## src/design/bwd8_pkg.sv

```systemverilog
// Shared types, constants and register map of the decimate-by-eight Butterworth filter.
`timescale 1ns / 1ps

package bwd8_pkg;

    localparam int NUM_STAGES     = 3;
    localparam int NUM_BIQUADS    = 2 * NUM_STAGES;
    localparam int SAMPLE_BITS    = 24;
    localparam int COEF_BITS      = 24;
    localparam int COEF_FRAC_BITS = 22;

    localparam int BQ_IDX_W    = (NUM_BIQUADS > 1) ? $clog2(NUM_BIQUADS) : 1;
    localparam int STAGE_IDX_W = (NUM_STAGES > 1) ? $clog2(NUM_STAGES) : 1;

    // x + 2*x1 + x2 needs two more bits than a sample.
    localparam int FF_W   = SAMPLE_BITS + 2;
    localparam int PROD_W = COEF_BITS + FF_W;
    localparam int ACC_W  = PROD_W + 2;

    localparam logic signed [ACC_W-1:0] ACC_RND_HALF = ACC_W'(1) << (COEF_FRAC_BITS - 1);
    localparam logic signed [ACC_W-1:0] ACC_SAT_HI   =
        ACC_W'((64'sd1 <<< (SAMPLE_BITS - 1)) - 64'sd1);
    localparam logic signed [ACC_W-1:0] ACC_SAT_LO   = -ACC_SAT_HI - ACC_W'(1);

    localparam int APB_ADDR_W = 5;
    localparam int REG_IDX_W  = 3;

    localparam logic [REG_IDX_W-1:0] REG_CHANNEL_COUNT = 3'd0;
    localparam logic [REG_IDX_W-1:0] REG_SECTION_A_B0  = 3'd1;
    localparam logic [REG_IDX_W-1:0] REG_SECTION_A_A1  = 3'd2;
    localparam logic [REG_IDX_W-1:0] REG_SECTION_A_A2  = 3'd3;
    localparam logic [REG_IDX_W-1:0] REG_SECTION_B_B0  = 3'd4;
    localparam logic [REG_IDX_W-1:0] REG_SECTION_B_A1  = 3'd5;
    localparam logic [REG_IDX_W-1:0] REG_SECTION_B_A2  = 3'd6;

    typedef logic signed [SAMPLE_BITS-1:0] sample_t;
    typedef logic signed [COEF_BITS-1:0]   coef_t;

    localparam logic [1:0] CHANNEL_COUNT_RESET = 2'd2;
    localparam coef_t      SECTION_A_B0_RESET  = 24'sd1283876;
    localparam coef_t      SECTION_A_A1_RESET  = -24'sd952107;
    localparam coef_t      SECTION_A_A2_RESET  = 24'sd1893309;
    localparam coef_t      SECTION_B_B0_RESET  = 24'sd925264;
    localparam coef_t      SECTION_B_A1_RESET  = -24'sd686188;
    localparam coef_t      SECTION_B_A2_RESET  = 24'sd191680;

    typedef struct packed {
        logic [1:0] channel_count;
        coef_t      section_a_b0;
        coef_t      section_a_a1;
        coef_t      section_a_a2;
        coef_t      section_b_b0;
        coef_t      section_b_a1;
        coef_t      section_b_a2;
    } cfg_t;

    typedef enum logic [2:0] {
        OP_NONE,
        OP_LOAD,
        OP_MUL_B,
        OP_MUL_A1,
        OP_MUL_A2,
        OP_ACC,
        OP_UPDATE
    } dp_op_t;

    typedef struct packed {
        dp_op_t              op;
        logic [BQ_IDX_W-1:0] bq_idx;
        logic                emit;
    } dp_cmd_t;

    typedef struct packed {
        logic out_free;
    } dp_status_t;

endpackage

```

## src/design/butterworth_decimate_by_eight_top.sv

```systemverilog
// Each biquad runs its five steps on the single shared 24x26 multiplier; an accepted
// input runs through the first k stages only, k being set by the decimation phases,
// and a result is kept only when the last stage is on its kept phase.
// The output register frees the input side.
// Reset (aresetn, synchronous, active low) clears filter history, phases and the
// output valid, and loads the 0.225 cutoff coefficient set and a channel count of two.
`timescale 1ns / 1ps

module butterworth_decimate_by_eight_top (
    input  logic                                aclk,
    input  logic                                aresetn,
    input  logic                                s_tvalid,
    output logic                                s_tready,
    // [23:0] sample_left, [47:24] sample_right
    input  logic [2*bwd8_pkg::SAMPLE_BITS-1:0]  s_tdata,
    output logic                                m_tvalid,
    input  logic                                m_tready,
    // [23:0] decimated_sample
    output logic [bwd8_pkg::SAMPLE_BITS-1:0]    m_tdata,
    input  logic                                psel,
    input  logic                                penable,
    input  logic                                pwrite,
    input  logic [bwd8_pkg::APB_ADDR_W-1:0]     paddr,
    input  logic [31:0]                         pwdata,
    output logic [31:0]                         prdata,
    output logic                                pready
);
    import bwd8_pkg::*;

    cfg_t       cfg;
    dp_cmd_t    cmd;
    dp_status_t status;

    bwd8_regs u_regs (
        .aclk    (aclk),
        .aresetn (aresetn),
        .psel    (psel),
        .penable (penable),
        .pwrite  (pwrite),
        .paddr   (paddr),
        .pwdata  (pwdata),
        .prdata  (prdata),
        .pready  (pready),
        .cfg     (cfg)
    );

    bwd8_ctrl u_ctrl (
        .aclk     (aclk),
        .aresetn  (aresetn),
        .s_tvalid (s_tvalid),
        .s_tready (s_tready),
        .cmd      (cmd),
        .status   (status)
    );

    bwd8_datapath u_datapath (
        .aclk     (aclk),
        .aresetn  (aresetn),
        .cfg      (cfg),
        .cmd      (cmd),
        .status   (status),
        .s_tdata  (s_tdata),
        .m_tvalid (m_tvalid),
        .m_tready (m_tready),
        .m_tdata  (m_tdata)
    );

endmodule

```

## src/design/bwd8_regs.sv

```systemverilog
// APB configuration registers: channel count and the two biquad coefficient sets.
`timescale 1ns / 1ps

module bwd8_regs (
    input  logic                           aclk,
    input  logic                           aresetn,
    input  logic                           psel,
    input  logic                           penable,
    input  logic                           pwrite,
    input  logic [bwd8_pkg::APB_ADDR_W-1:0] paddr,
    input  logic [31:0]                    pwdata,
    output logic [31:0]                    prdata,
    output logic                           pready,
    output bwd8_pkg::cfg_t                 cfg
);
    import bwd8_pkg::*;

    cfg_t                 cfg_reg;
    logic [REG_IDX_W-1:0] reg_idx;
    logic                 wr_en;

    assign pready  = 1'b1;
    assign reg_idx = paddr[APB_ADDR_W-1:2];
    assign wr_en   = psel && penable && pwrite && pready;
    assign cfg     = cfg_reg;

    always_ff @(posedge aclk) begin
        if (!aresetn) begin
            cfg_reg.channel_count <= CHANNEL_COUNT_RESET;
            cfg_reg.section_a_b0  <= SECTION_A_B0_RESET;
            cfg_reg.section_a_a1  <= SECTION_A_A1_RESET;
            cfg_reg.section_a_a2  <= SECTION_A_A2_RESET;
            cfg_reg.section_b_b0  <= SECTION_B_B0_RESET;
            cfg_reg.section_b_a1  <= SECTION_B_A1_RESET;
            cfg_reg.section_b_a2  <= SECTION_B_A2_RESET;
        end else if (wr_en) begin
            unique case (reg_idx)
                REG_CHANNEL_COUNT: cfg_reg.channel_count <= pwdata[1:0];
                REG_SECTION_A_B0:  cfg_reg.section_a_b0  <= pwdata[COEF_BITS-1:0];
                REG_SECTION_A_A1:  cfg_reg.section_a_a1  <= pwdata[COEF_BITS-1:0];
                REG_SECTION_A_A2:  cfg_reg.section_a_a2  <= pwdata[COEF_BITS-1:0];
                REG_SECTION_B_B0:  cfg_reg.section_b_b0  <= pwdata[COEF_BITS-1:0];
                REG_SECTION_B_A1:  cfg_reg.section_b_a1  <= pwdata[COEF_BITS-1:0];
                REG_SECTION_B_A2:  cfg_reg.section_b_a2  <= pwdata[COEF_BITS-1:0];
                default: begin
                end
            endcase
        end
    end

    always_comb begin
        unique case (reg_idx)
            REG_CHANNEL_COUNT: prdata = {30'd0, cfg_reg.channel_count};
            REG_SECTION_A_B0:  prdata = 32'(signed'(cfg_reg.section_a_b0));
            REG_SECTION_A_A1:  prdata = 32'(signed'(cfg_reg.section_a_a1));
            REG_SECTION_A_A2:  prdata = 32'(signed'(cfg_reg.section_a_a2));
            REG_SECTION_B_B0:  prdata = 32'(signed'(cfg_reg.section_b_b0));
            REG_SECTION_B_A1:  prdata = 32'(signed'(cfg_reg.section_b_a1));
            REG_SECTION_B_A2:  prdata = 32'(signed'(cfg_reg.section_b_a2));
            default:           prdata = 32'd0;
        endcase
    end

endmodule

```

## src/design/bwd8_datapath.sv

```systemverilog
// Datapath: mono mix, shared multiplier and accumulator, biquad history and output register.
`timescale 1ns / 1ps

module bwd8_datapath (
    input  logic                                aclk,
    input  logic                                aresetn,
    input  bwd8_pkg::cfg_t                      cfg,
    input  bwd8_pkg::dp_cmd_t                   cmd,
    output bwd8_pkg::dp_status_t                status,
    input  logic [2*bwd8_pkg::SAMPLE_BITS-1:0]  s_tdata,
    output logic                                m_tvalid,
    input  logic                                m_tready,
    output logic [bwd8_pkg::SAMPLE_BITS-1:0]    m_tdata
);
    import bwd8_pkg::*;

    sample_t x1_reg [NUM_BIQUADS];
    sample_t x2_reg [NUM_BIQUADS];
    sample_t y1_reg [NUM_BIQUADS];
    sample_t y2_reg [NUM_BIQUADS];

    sample_t                   x_reg;
    logic signed [PROD_W-1:0]  prod_reg;
    logic signed [ACC_W-1:0]   acc_reg;
    sample_t                   out_reg;
    logic                      m_tvalid_reg;

    sample_t                   left;
    sample_t                   right;
    logic signed [SAMPLE_BITS:0] pair_sum;
    sample_t                   mono;
    logic                      sec_b;
    coef_t                     b0;
    coef_t                     a1;
    coef_t                     a2;
    logic signed [FF_W-1:0]    ff;
    coef_t                     mul_a;
    logic signed [FF_W-1:0]    mul_b;
    logic signed [PROD_W-1:0]  prod_next;
    logic signed [ACC_W-1:0]   rnd;
    logic signed [ACC_W-1:0]   quot;
    sample_t                   y;

    assign left     = s_tdata[SAMPLE_BITS-1:0];
    assign right    = s_tdata[2*SAMPLE_BITS-1:SAMPLE_BITS];
    assign pair_sum = (SAMPLE_BITS+1)'(left) + (SAMPLE_BITS+1)'(right);
    // Dropping the low bit of the sum floors toward minus infinity.
    assign mono     = (cfg.channel_count == 2'd1) ? left : pair_sum[SAMPLE_BITS:1];

    always_comb begin
        sec_b = cmd.bq_idx[0];
        b0    = sec_b ? signed'(cfg.section_b_b0) : signed'(cfg.section_a_b0);
        a1    = sec_b ? signed'(cfg.section_b_a1) : signed'(cfg.section_a_a1);
        a2    = sec_b ? signed'(cfg.section_b_a2) : signed'(cfg.section_a_a2);
        // The feedforward taps share b0, so they fold into one product.
        ff    = FF_W'(x_reg) + (FF_W'(x1_reg[cmd.bq_idx]) <<< 1) + FF_W'(x2_reg[cmd.bq_idx]);
        case (cmd.op)
            OP_MUL_B: begin
                mul_a = b0;
                mul_b = ff;
            end
            OP_MUL_A1: begin
                mul_a = a1;
                mul_b = FF_W'(y1_reg[cmd.bq_idx]);
            end
            OP_MUL_A2: begin
                mul_a = a2;
                mul_b = FF_W'(y2_reg[cmd.bq_idx]);
            end
            default: begin
                mul_a = '0;
                mul_b = '0;
            end
        endcase
        prod_next = mul_a * mul_b;

        rnd  = acc_reg + ACC_RND_HALF;
        quot = rnd >>> COEF_FRAC_BITS;
        if (quot > ACC_SAT_HI) begin
            y = ACC_SAT_HI[SAMPLE_BITS-1:0];
        end else if (quot < ACC_SAT_LO) begin
            y = ACC_SAT_LO[SAMPLE_BITS-1:0];
        end else begin
            y = quot[SAMPLE_BITS-1:0];
        end
    end

    always_ff @(posedge aclk) begin
        case (cmd.op)
            OP_LOAD:   x_reg <= mono;
            OP_UPDATE: x_reg <= y;
            default: begin
            end
        endcase
        case (cmd.op)
            OP_MUL_B, OP_MUL_A1, OP_MUL_A2: prod_reg <= prod_next;
            default: begin
            end
        endcase
        case (cmd.op)
            OP_MUL_A1:         acc_reg <= ACC_W'(prod_reg);
            OP_MUL_A2, OP_ACC: acc_reg <= acc_reg - ACC_W'(prod_reg);
            default: begin
            end
        endcase
        if (cmd.op == OP_UPDATE && cmd.emit) begin
            out_reg <= y;
        end
    end

    always_ff @(posedge aclk) begin
        if (!aresetn) begin
            for (int i = 0; i < NUM_BIQUADS; i++) begin
                x1_reg[i] <= '0;
                x2_reg[i] <= '0;
                y1_reg[i] <= '0;
                y2_reg[i] <= '0;
            end
        end else if (cmd.op == OP_UPDATE) begin
            x2_reg[cmd.bq_idx] <= x1_reg[cmd.bq_idx];
            x1_reg[cmd.bq_idx] <= x_reg;
            y2_reg[cmd.bq_idx] <= y1_reg[cmd.bq_idx];
            y1_reg[cmd.bq_idx] <= y;
        end
    end

    always_ff @(posedge aclk) begin
        if (!aresetn) begin
            m_tvalid_reg <= 1'b0;
        end else if (cmd.op == OP_UPDATE && cmd.emit) begin
            m_tvalid_reg <= 1'b1;
        end else if (m_tready) begin
            m_tvalid_reg <= 1'b0;
        end
    end

    assign status.out_free = !m_tvalid_reg || m_tready;
    assign m_tvalid        = m_tvalid_reg;
    assign m_tdata         = out_reg;

endmodule

```

## src/design/bwd8_ctrl.sv

```systemverilog
// Controller: sequences the five steps of each biquad and tracks the decimation phases.
`timescale 1ns / 1ps

module bwd8_ctrl (
    input  logic                  aclk,
    input  logic                  aresetn,
    input  logic                  s_tvalid,
    output logic                  s_tready,
    output bwd8_pkg::dp_cmd_t     cmd,
    input  bwd8_pkg::dp_status_t  status
);
    import bwd8_pkg::*;

    typedef enum logic [5:0] {
        ST_IDLE   = 6'b000001,
        ST_MUL_B  = 6'b000010,
        ST_MUL_A1 = 6'b000100,
        ST_MUL_A2 = 6'b001000,
        ST_ACC    = 6'b010000,
        ST_UPDATE = 6'b100000
    } ctrl_state_t;

    ctrl_state_t             state_reg;
    ctrl_state_t             state_next;
    logic [BQ_IDX_W-1:0]     bq_idx_reg;
    logic [BQ_IDX_W-1:0]     bq_idx_next;
    logic                    phase_reg  [NUM_STAGES];
    logic                    phase_next [NUM_STAGES];

    logic [STAGE_IDX_W-1:0]  stage;
    logic                    last_bq;
    logic                    emit;
    logic                    stall;
    logic                    accept;

    assign stage   = STAGE_IDX_W'(bq_idx_reg >> 1);
    assign last_bq = (bq_idx_reg == BQ_IDX_W'(NUM_BIQUADS - 1));
    assign emit    = last_bq && phase_reg[stage];
    assign stall   = emit && !status.out_free;
    assign accept  = s_tvalid && s_tready;
    assign s_tready = (state_reg == ST_IDLE);

    always_comb begin
        state_next  = state_reg;
        bq_idx_next = bq_idx_reg;
        for (int i = 0; i < NUM_STAGES; i++) begin
            phase_next[i] = phase_reg[i];
        end
        cmd.op     = OP_NONE;
        cmd.bq_idx = bq_idx_reg;
        cmd.emit   = emit;

        unique case (state_reg)
            ST_IDLE: begin
                if (accept) begin
                    cmd.op      = OP_LOAD;
                    bq_idx_next = '0;
                    state_next  = ST_MUL_B;
                end
            end
            ST_MUL_B: begin
                cmd.op     = OP_MUL_B;
                state_next = ST_MUL_A1;
            end
            ST_MUL_A1: begin
                cmd.op     = OP_MUL_A1;
                state_next = ST_MUL_A2;
            end
            ST_MUL_A2: begin
                cmd.op     = OP_MUL_A2;
                state_next = ST_ACC;
            end
            ST_ACC: begin
                cmd.op     = OP_ACC;
                state_next = ST_UPDATE;
            end
            ST_UPDATE: begin
                if (!stall) begin
                    cmd.op = OP_UPDATE;
                    // A stage's output is kept on every second transaction only.
                    if (bq_idx_reg[0]) begin
                        phase_next[stage] = !phase_reg[stage];
                        if (!phase_reg[stage] || last_bq) begin
                            state_next = ST_IDLE;
                        end else begin
                            bq_idx_next = bq_idx_reg + BQ_IDX_W'(1);
                            state_next  = ST_MUL_B;
                        end
                    end else begin
                        bq_idx_next = bq_idx_reg + BQ_IDX_W'(1);
                        state_next  = ST_MUL_B;
                    end
                end
            end
            default: begin
                state_next = ST_IDLE;
            end
        endcase
    end

    always_ff @(posedge aclk) begin
        if (!aresetn) begin
            state_reg  <= ST_IDLE;
            bq_idx_reg <= '0;
            for (int i = 0; i < NUM_STAGES; i++) begin
                phase_reg[i] <= 1'b0;
            end
        end else begin
            state_reg  <= state_next;
            bq_idx_reg <= bq_idx_next;
            for (int i = 0; i < NUM_STAGES; i++) begin
                phase_reg[i] <= phase_next[i];
            end
        end
    end

    a_emit_only_last: assert property (@(posedge aclk) disable iff (!aresetn)
        (cmd.op == OP_UPDATE && cmd.emit) |-> last_bq)
        else $error("result emitted before the last biquad");

    a_emit_needs_room: assert property (@(posedge aclk) disable iff (!aresetn)
        (cmd.op == OP_UPDATE && cmd.emit) |-> status.out_free)
        else $error("result emitted while the output register is occupied");

    a_idx_in_range: assert property (@(posedge aclk) disable iff (!aresetn)
        (state_reg != ST_IDLE) |-> (bq_idx_reg < BQ_IDX_W'(NUM_BIQUADS)))
        else $error("biquad index out of range");

    a_accept_starts: assert property (@(posedge aclk) disable iff (!aresetn)
        accept |=> (state_reg == ST_MUL_B && bq_idx_reg == '0))
        else $error("accepted transaction did not start at the first biquad");

endmodule
```

## config.mk

```make
export PLATFORM = sky130hd
export DESIGN_NAME = butterworth_decimate_by_eight_top
export DESIGN_NICKNAME = d
export VERILOG_FILES = /design/src/design/bwd8_pkg.sv /design/src/design/butterworth_decimate_by_eight_top.sv /design/src/design/bwd8_regs.sv /design/src/design/bwd8_datapath.sv /design/src/design/bwd8_ctrl.sv
export SDC_FILE = /design/constraint.sdc
export NUM_CORES = 2
export LEC_CHECK = 0
export BUFFER_PORTS_ARGS = -buffer_cell sky130_fd_sc_hd__buf_2
export CAP_MARGIN = 15
export CELL_PAD_IN_SITES_DETAIL_PLACEMENT = 1
export CELL_PAD_IN_SITES_GLOBAL_PLACEMENT = 1
export CORE_AREA = 4 4 379 381
export CTS_BUF_LIST = sky130_fd_sc_hd__clkbuf_4
export DETAILED_ROUTE_END_ITERATION = 7
export DIE_AREA = 0 0 383 385
export PLACE_DENSITY_LB_ADDON = 0.1
export SYNTH_ARGS = -nofsm -noshare
export SYNTH_HDL_FRONTEND = slang
export SYNTH_SLANG_ARGS = --single-unit
```

## constraint.sdc

```tcl
create_clock -name aclk -period 14.8 [get_ports aclk]
set_clock_uncertainty 0.2 [all_clocks]
set_input_delay 0.74 -clock aclk [delete_from_list [all_inputs] [get_ports aclk]]
set_output_delay 0.74 -clock aclk [all_outputs]
set_load 0.02 [all_outputs]
```

==> metrics.cfg <==
[floorplanning]
die_h_um = 385
die-width_um = 383
die_area_mm2 = 0.147
num_io_pins = 151
initial_utilization_pct = 52.6
coreArea_mm2 = 0.141
rows = 138

[critical_path]
crit-reg2reg-launch = u_ctrl.bq_idx_reg[0]
r2r_cells = 41
crit_slowest_cell = sky130_fd_sc_hd__fa_1
worst_setup_path_startpoint = u_ctrl.bq_idx_reg[0]
critPathRequiredTime_ns = 15.52
critPathMostFrequentCell = sky130_fd_sc_hd__fa_1
critical_path_arrival_ns = 14.80
cp_slowest_stage_delay_ns = 0.85
critPathKind = reg2reg
worstSetupStartpointType = flip-flop
path_max_fanout = 34
worst-r2r-setup-slack_ns = 0.72
worstReg2RegEnd = u_datapath.prod_reg[49]
crit_path_end = u_datapath.prod_reg[49]
worstSetupEndpointType = flip-flop

[power_and_ir_drop]
power.ir.vdd_worst_mv = 0.0661
power_density_mw_per_mm2 = 85.6
totalPowerFinal_mw = 7.00
power_leakage_nw = 34.2

[drt]
post_drt_via_cell_ratio = 5.96
vias = 54100
detail_route.iter0.violations = 4584
detailedRoute.firstPassIterationCount = 6
drt_drc_violations_left = 0
wl_um = 241000
drt.antenna.violating_nets = 0
wire_per_inst_um = 26.6

[grt]
globalRouteTotalUtil_pct = 33.3
grt_antenna_before_repair = 6
overflow = 0
global_route_wire_length_before_repair_um = 368000
maximum_number_of_pins_on_one_net_before_global_route_repair = 96
vias_in_the_first_global_route = 59500

[layout]
seqCellArea_mm2 = 0.0308
areaGrowthSynthToFinish_pct = 10.5
filler_cell_count = 15000
most_frequent_cells_in_the_layout = sky130_fd_sc_hd__edfxtp_1 (918), sky130_fd_sc_hd__inv_1 (865), sky130_fd_sc_hd__nand2_1 (805)
finish.utilization_pct = 58.2
post_route_cells_drive_above_1_share_pct = 14.9
multi_input_comb_area_mm2 = 0.0390
finalNonFillerCells = 9082
fin_area_mm2 = 0.0818
fin_nets = 7994
mostFrequentLayoutCell = sky130_fd_sc_hd__edfxtp_1

[synth]
synth_top_flop_cell = sky130_fd_sc_hd__edfxtp_1
yosys_register_bits = 1079
synth_enable_flop_cells = 918
post_synth_instance_area_mm2 = 0.0740
synth.yosys.warnings = 0
yosysSeqAreaShare_pct = 41.6
synth.avg_cell_area_um2 = 11.1
syn-instance-count = 6657
synth_cell_type_count = 83
asyncSetResetFlopFracSynth_pct = 0
syn_nets = 7659

[outcome]
outcome = finished, final reports clean

[timing]
relative_slew_slack_pct = 21.6
fmaxAchievable_mhz = 71.0
post-route-min-period_ns = 14.08
final_hold_viols = 0
finalHoldWorstSlack_ns = 0.147
timing_worst_slew_pin_value_ns = 1.18
slew_viol_final = 0
timing.final.ws_setup_ns = 0.720
timing.setup.tns_ns = 0
post-route-period-util_pct = 95.1
grt_setup_unrepaired = false
setup-violations-final = 0

[clocking]
cts_setup_buffers = 0
num_cts_buffers = 313
cts_sinks = 1079
clockRootBuffer = sky130_fd_sc_hd__clkbuf_4
clock_tree_from_tritoncts = built
h-tree-depth = 5
clock_tree.buffer_depth = 4
clock_insertion_delay_worst_skew_ns = 1.32
cts.clk_slew.worst_paths_ns = 0.07

[place]
routabilityCongestion = 0.902
dp.cells = 8486
port-buffer-count = 139
dp_hpwl_um = 164000
preCtsSetupSlack_ns = 0.876
dpl-instance-area_mm2 = 0.0772

[flow_run]
max_cap_viol_count = 0

[min_path]
holdCritPathClass = in2reg

## critical path: cells and delay by family (launching register included)
| family | cells | cell delay, ns |
|---|---|---|
| AND/OR/NAND/NOR | 4 | 0.97 |
| buffers and inverters | 10 | 1.48 |
| multiplexers | 2 | 1.16 |
| flip-flops | 1 | 0.84 |
| XOR/XNOR | 2 | 0.81 |
| adder cells (fa/ha/maj) | 11 | 5.37 |
| AO/OA/AOI/OAI | 12 | 2.88 |
## worst min path at each step
| stage | startpoint | to | cells past startpoint |
|---|---|---|---|
| floorplan | u_regs.cfg[69] | u_regs.cfg[69] | 2 |
| global placement | u_regs.cfg[1] | u_regs.cfg[1] | 2 |
| detailed placement | u_regs.cfg[16] | u_regs.cfg[16] | 2 |
| CTS | pwdata[16] | u_regs.cfg[136] | 4 |
| global route | pwdata[16] | u_regs.cfg[40] | 4 |
| finish | pwdata[16] | u_regs.cfg[136] | 4 |
## synthesized netlist by cell type, types with 25 or more instances
cell,count,area [µm²]
sky130_fd_sc_hd__xnor2_1,105,920
sky130_fd_sc_hd__nor3_1,26,130
sky130_fd_sc_hd__a21o_1,85,638
sky130_fd_sc_hd__and2_1,171,1070
sky130_fd_sc_hd__clkbuf_1,264,991
sky130_fd_sc_hd__nand2_1,815,3060
sky130_fd_sc_hd__a21boi_0,84,631
sky130_fd_sc_hd__nor2b_1,34,213
sky130_fd_sc_hd__inv_1,865,3250
sky130_fd_sc_hd__fa_1,669,13400
sky130_fd_sc_hd__o21a_1,32,240
sky130_fd_sc_hd__xor2_1,63,552
sky130_fd_sc_hd__nor2_1,789,2960
sky130_fd_sc_hd__a21oi_1,193,966
sky130_fd_sc_hd__buf_2,48,240
sky130_fd_sc_hd__nand2b_1,36,225
sky130_fd_sc_hd__mux4_2,192,4320
sky130_fd_sc_hd__edfxtp_1,918,27600
sky130_fd_sc_hd__ha_1,241,3020
sky130_fd_sc_hd__a211oi_1,31,233
sky130_fd_sc_hd__mux2i_1,151,1510
sky130_fd_sc_hd__and3_1,42,263
sky130_fd_sc_hd__dfxtp_1,161,3220
sky130_fd_sc_hd__nand3_1,136,681
sky130_fd_sc_hd__o22a_1,25,219
sky130_fd_sc_hd__o21ai_0,96,480
sky130_fd_sc_hd__a22oi_1,68,510
## timing repair
action,CTS,global route
endpoints found under the hold margin,238,0
hold buffers,80,0
gates resized for setup,0,0
setup endpoints to repair,0,0
## where the power goes
group	total, mW	internal (mW)	leakage (nW)	switching (mW)
Clock	2.79	1.48	2.26	1.31
Combinational	0.786	0.257	21.6	0.528
Sequential	3.42	3.37	10.3	0.0591
## metal layers
layer | vias to the layer above | track usage, % | part of all wire [%]
li1 | 23200 | - | -
met1 | 28200 | 43.4 | 40
met2 | 2225 | 55.8 | 49
met3 | 516 | 6.16 | 7.5
met4 | 4 | 13.0 | 4.0
met5 | - | 0 | 0.012
## cell families (layout without fill, tap and decap cells)
kind of cell / Yosys count / count (layout) / share of synthesized area [%]
flops: 1079 / 1079 / 41.6
xor+xnor: 168 / 168 / 1.99
compound gates: 798 / 798 / 7.31
buf+inv: 1210 / 1738 / 6.28
mux: 367 / 367 / 8.25
other cells: 1 / 8 / 0.00507
fa+ha+maj: 914 / 914 / 22.2
simple gates: 2120 / 2120 / 12.3
## cell type report
type                    instances  area share (%)
well taps                    1890            2.89
multi-input cells            4368            47.7
flip-flops and latches       1079            37.7
diodes                          7          0.0214
clock buffers                 441            4.05
inverters                     866            3.97
repair buffers                364            3.18
clock inverters                67           0.552
(Power assumes the default switching activity.)
